$ cat src/hw/rtl/nns_pkg.sv
// Shared types, constants and helpers for the nearest node search block.
// Used by the search cells, the tail reducer and the top level; no dependencies.
package nns_pkg;

  localparam int MAX_NODES   = 1024;
  localparam int COORD_WIDTH = 16;

  // Nodes are interleaved across the cells: node i sits in cell i % NUM_CELLS.
  localparam int NUM_CELLS = 8;
  localparam int CELL_W    = $clog2(NUM_CELLS);
  localparam int BANK_D    = (MAX_NODES + NUM_CELLS - 1) / NUM_CELLS;
  localparam int ADDR_W    = (BANK_D > 1) ? $clog2(BANK_D) : 1;
  localparam int NIDX_W    = ADDR_W + CELL_W;
  localparam int CNT_W     = $clog2(MAX_NODES + 1);
  localparam int CMP_W     = CNT_W + NIDX_W;

  localparam int IN_COORD_W = 16;
  localparam int OUT_IDX_W  = 10;
  localparam int DIST_W     = 34;
  localparam int STAT_W     = 2;
  localparam int REQ_W      = 2;
  localparam int IN_DATA_W  = 3 * IN_COORD_W;
  localparam int OUT_BODY_W = OUT_IDX_W + DIST_W;
  localparam int OUT_DATA_W = ((OUT_BODY_W + 7) / 8) * 8;
  localparam int OUT_PAD_W  = OUT_DATA_W - OUT_BODY_W;

  localparam int SQ_W  = 2 * COORD_WIDTH;
  localparam int SUM_W = SQ_W + 2;
  localparam int SAT_W = (SUM_W > DIST_W) ? SUM_W : DIST_W;

  localparam logic [REQ_W-1:0] REQ_CLEAR  = 2'd0;
  localparam logic [REQ_W-1:0] REQ_APPEND = 2'd1;
  localparam logic [REQ_W-1:0] REQ_QUERY  = 2'd2;

  localparam logic [STAT_W-1:0] STAT_OK    = 2'd0;
  localparam logic [STAT_W-1:0] STAT_EMPTY = 2'd1;
  localparam logic [STAT_W-1:0] STAT_FULL  = 2'd2;

  localparam logic [DIST_W-1:0] DIST_MAX = {DIST_W{1'b1}};

  typedef logic signed [COORD_WIDTH-1:0] coord_t;
  typedef logic [DIST_W-1:0]             dist_t;
  typedef logic [NIDX_W-1:0]             nidx_t;
  typedef logic [ADDR_W-1:0]             addr_t;
  typedef logic [CELL_W-1:0]             cell_id_t;
  typedef logic [CNT_W-1:0]              cnt_t;
  typedef logic [SQ_W-1:0]               sq_t;
  typedef logic [SUM_W-1:0]              sum_t;

  typedef struct packed {
    coord_t x;
    coord_t y;
    coord_t z;
  } pos_t;

  // Scan token: one bank row plus the best candidate seen so far in that row.
  typedef struct packed {
    logic  vld;
    logic  last;
    addr_t addr;
    logic  best_vld;
    dist_t best_d;
    nidx_t best_idx;
  } tok_t;

  typedef struct packed {
    logic     en;
    cell_id_t bank;
    addr_t    addr;
    pos_t     pos;
  } wr_t;

  typedef struct packed {
    logic  vld;
    dist_t d;
    nidx_t idx;
  } best_t;

  typedef struct packed {
    logic [OUT_IDX_W-1:0] idx;
    dist_t                dsq;
    logic [STAT_W-1:0]    status;
  } res_t;

  typedef enum logic [1:0] {
    ST_IDLE,
    ST_SCAN,
    ST_DRAIN
  } sched_state_t;

  function automatic coord_t to_coord(logic signed [IN_COORD_W-1:0] v);
    return coord_t'(v);
  endfunction

  function automatic dist_t sat_dist(sum_t s);
    logic [SAT_W-1:0] w;
    w = SAT_W'(s);
    if (w > SAT_W'(DIST_MAX)) begin
      return DIST_MAX;
    end
    return DIST_W'(w);
  endfunction

endpackage

$ cat src/hw/rtl/nns_reduce.sv
// Tail reducer: folds the per-row winners leaving the last cell into one result.
// Depends on nns_pkg; the output is the updated best including this cycle's row.
module nns_reduce (
  input  logic           clk,
  input  logic           rst_n,
  input  logic           clr,
  input  nns_pkg::tok_t  tail,
  output nns_pkg::best_t best
);
  import nns_pkg::*;

  best_t acc_r, acc_nxt;

  always_comb begin
    acc_nxt = acc_r;
    if (clr) begin
      acc_nxt.vld = 1'b0;
    end else if (tail.vld && tail.best_vld && (!acc_r.vld || tail.best_d < acc_r.d)) begin
      acc_nxt.vld = 1'b1;
      acc_nxt.d   = tail.best_d;
      acc_nxt.idx = tail.best_idx;
    end
  end

  always_ff @(posedge clk) begin
    if (!rst_n) begin
      acc_r <= '0;
    end else begin
      acc_r <= acc_nxt;
    end
  end

  assign best = acc_nxt;

endmodule

$ cat config.mk
export PLATFORM = sky130hd
export DESIGN_NAME = nns_reduce
export DESIGN_NICKNAME = d
export VERILOG_FILES = /design/src/hw/rtl/nns_pkg.sv /design/src/hw/rtl/nns_reduce.sv
export SDC_FILE = /design/constraint.sdc
export NUM_CORES = 1
export LEC_CHECK = 0
export ABC_AREA = 0
export BUFFER_PORTS_ARGS = -buffer_cell sky130_fd_sc_hd__buf_4
export CAP_MARGIN = 20
export CORE_UTILIZATION = 51
export CTS_CLUSTER_DIAMETER = 100
export CTS_CLUSTER_SIZE = 40
export DETAILED_ROUTE_END_ITERATION = 6
export PLACE_DENSITY = 0.88
export SETUP_SLACK_MARGIN = 0.15
export SLEW_MARGIN = 10
export SYNTH_ARGS = -nofsm -noshare
export SYNTH_HDL_FRONTEND = slang
export SYNTH_SLANG_ARGS = --single-unit
$ cat constraint.sdc
create_clock -name clk -period 3 [get_ports clk]
set_input_delay 0.3 -clock clk [delete_from_list [all_inputs] [get_ports clk]]
set_output_delay 0.3 -clock clk [all_outputs]
set_load 0.01 [all_outputs]
# Word-level counts from Yosys, hierarchy flattened
# Index checks and enable logic that the tools add are counted.
# totals
ff_bits	45
input_bits	57
output_inout_bits	45
word_cells	11
# op_classes
order_cmp	1
mux	3
reduce_logical	4
# ops
operator	count
$mux 45	1
$mux 44	1
$lt 34x34->1	1
$logic_and 1x1->1	2
$logic_not 1->1	1
$logic_or 1x1->1	1
$mux 1	1

# Depth between registers and ports, before layout
# logic_depth
ltp_word	5
ltp_mapped	10
mapped_depth_nobuf	8

# Worst setup path after synthesis
# Ideal clock, no wire load.
# synth_timing
path_kind	flip-flop to output port
startpoint	register acc_r[41] in the netlist's numbering
endpoint	output best[12] in the netlist's numbering
arrival_ps	2246
t_required_ps	2700
path_slack_ps	454
stages_incl_launch_ff	10
n_path_buf	1
cell_sequence	dfxtp_1 > inv_1 > ha_1 > a21oi_1 > nor2_1 > a2111oi_0 > a31oi_1 > nor3_2 > buf_2 > mux2_1
# synth_lines
element	line	text
start: declaration	nns_reduce.sv:12	best_t acc_r, acc_nxt;
start signal: assignment	nns_reduce.sv:29	acc_r <= acc_nxt;
end: declaration	nns_reduce.sv:8	output nns_pkg::best_t best

==> run_results.csv <==
group,metric,value,unit
status,status,"complete, but fails checks",
status,violations,"setup timing",
sta,period_share,102,%
sta,fin_ws,-0.0740,ns
setup_path,cp-end-kind,"primary output",
flow_run,cap_violations,0,
power,irDropWorstVdd,0.289,mV
grt,grt_pass1_vias,2874,
detailed_routing,drcViolationCount,0,
clock_tree,path_clk_slew,0.09,ns
layout,final_cell_mix,"nand2_1, buf_4, mux2i_1, dfxtp_1, mux2_2",
die,die_w,80.4,um
logic_synthesis,avgSynthCellArea,8.60,um2
grt,antenna_found_initial,0,
sta,hold_viol,0,
die,core_area,5920,um2
placed_design,placed_area,3950,um2
grt,grt_pass1_wl,12600,um
layout,num-fill-cells,398,
logic_synthesis,synthCells,364,
setup_path,path_class,"reg2out",
layout,stdcell_count,551,
layout,finish.instance_area,4520,um2
sta,final.setup_skew,0.00934,ns
clock_tree,htreeDepth,2,
power,power.total,0.00155,W
grt,grtUsageTotal,25.1,%
power,p_leak,1.99,nW
sta,relSlewSlack,44.9,%
clock_tree,clock_path_buffers,2,
sta,tns,-2.18,ns
sta,max_freq,0.325,GHz
detailed_routing,detail-route-antenna-nets,0,
placed_design,hpwl,5060,um
min_path,min_path_type,"in2reg",
setup_path,crit_required,2.70,ns
layout,num-nets-final,565,
logic_synthesis,ys_ff_latch,45,
power,power_density,343,nW/um2
setup_path,critical_path_peak_fanout,5,
grt,grt_remaining_overflow,0,
detailed_routing,first_pass_iters,5,
sta,worst_slew_pin_slew,0.827,ns
die,die_height,80.4,um
detailed_routing,wl_per_cell,15.2,um
sta,maxSlewViolCount,0,
layout,reg_top3,"acc_r x45",
logic_synthesis,syn-num-nets,454,
sta,setup_viol,44,
placed_design,placed_cells,526,
clock_tree,cts_root_buffer,"clkbuf_8",
layout,top_register,"acc_r",
setup_path,worst_setup_path_start_kind,"register",
layout,final_common_cell,"nand2_1",
clock_tree,clock_sinks,45,
clock_tree,cts_tree,"done",
detailed_routing,drt_iter0_markers,149,
die,fp.dieArea,6460,um2
sta,rsz0062_at_grt,"true",
clock_tree,clock_latency,0.29,ns
die,rows,28,
logic_synthesis,yosysUniqueCellTypes,33,
layout,largest_register_ffs,45,
clock_tree,ctsHoldBuffers,0,
layout,n_antenna_cell,0,
grt,grt_max_degree,90,
die,initial_core_util,52.9,%
placed_design,detailedPlace.worstSlack,0.0537,ns
detailed_routing,routed_via_density,5.46,
layout,drive_above_1_share,40.5,%
logic_synthesis,syn_area,3130,um2
layout,syn_to_final_growth,44.3,%
detailed_routing,via_count,3008,
die,pin_count,102,
clock_tree,cts_made_buffers,5,
sta,period_needed,3.07,ns
placed_design,place_congestion,0.788,
detailed_routing,routed_wl,8400,um
logic_synthesis,yosys_warnings,0,
logic_synthesis,ys_seq_area_share,28.8,%
placed_design,io_buffers,93,
setup_path,cp.arrival,2.77,ns
## where the power goes
part           internal (W)  switching (W)  leakage, nW
clock              0.000166       0.000195       0.0395
sequential         0.000627      0.0000207        0.370
combinational      0.000306       0.000236         1.58
total               0.00110       0.000451         1.99
## routing by layer
layer	global-route usage (%)	routed length [um]	vias up
met3	4.77	418	28
met4	12.0	270	0
met2	47.4	4380	115
met1	26.4	3330	1411
met5	0	0	-
li1	-	-	1454
## layout make-up
class	count	area (um2)	share of cell area, %
clock buffer	8	80.1	1.77
tap	75	93.8	2.08
multi-input combinational	267	2120	46.9
sequential	45	911	20.1
inverter	33	124	2.74
timing repair buffer	123	1190	26.3
## stage by stage
step	util [%]	hold WS [ns]
floorplan	-	0.431
global placement	66.7	0.440
detailed placement	66.7	0.446
CTS	73.6	0.270
global route	76.4	0.269
finish	76.4	0.270
## Yosys cell counts (all sizes together)
cell / instances / share of area (%)
nand2: 96 / 12
dfxtp: 45 / 29
mux2: 44 / 16
mux2i: 44 / 14
ha: 33 / 13
inv: 33 / 4.0
a21oi: 15 / 2.4
clkbuf: 10 / 1.2
buf: 9 / 2.1
nor2: 6 / 0.72
nand4: 5 / 1.0
o21ai: 4 / 0.64
a21o: 2 / 0.48
nand3: 2 / 0.32
nor3: 2 / 0.48
a2111oi: 1 / 0.28
a211oi: 1 / 0.24
a2bb2oi: 1 / 0.28
a31oi: 1 / 0.20
a41oi: 1 / 0.28
and2: 1 / 0.20
and3: 1 / 0.20
nand2b: 1 / 0.20
nand3b: 1 / 0.24
nor3b: 1 / 0.24
nor4: 1 / 0.20
o211a: 1 / 0.32
o21a: 1 / 0.24
o31a: 1 / 0.28
## repair_timing
item	4_1_cts	5_1_grt
setup buffers	9	1
endpoints found under the setup margin	44	44
cloned	5	2
pin swaps	6	4
hold endpoints to repair	0	0
gates resized for setup	35	25
## critical path, stage by stage, from the launching register on
cell and delay, ns:
dfxtp_2 0.35, inv_2 0.05, ha_4 0.27, nand4_1 0.15, nor4_2 0.33, buf_4 0.17
and3_4 0.16, o31a_1 0.18, nor3_4 0.06, buf_6 0.15, clkbuf_16 0.16, mux2_4 0.30
buf_6 0.12
## cells by family after synthesis
| kind of cell | count (synthesis) | share of synthesized area (%) |
|---|---|---|
| mux | 88 | 29.9 |
| fa+ha+maj | 33 | 13.2 |
| flops | 45 | 28.8 |
| compound gates | 29 | 5.63 |
| simple gates | 117 | 15.3 |
| buf+inv | 52 | 7.23 |
## final timing paths
kind                                 from         to  slack (ns)  cells past startpoint
worst min register to register   acc_r[4]   acc_r[4]        0.46                      2
worst max register to register  acc_r[39]  acc_r[18]        0.31                     13
worst max-delay path            acc_r[39]   best[41]       -0.07                     12
worst min-delay path             tail[30]  acc_r[30]        0.27                      3
Power figures use the tool's default switching activity.
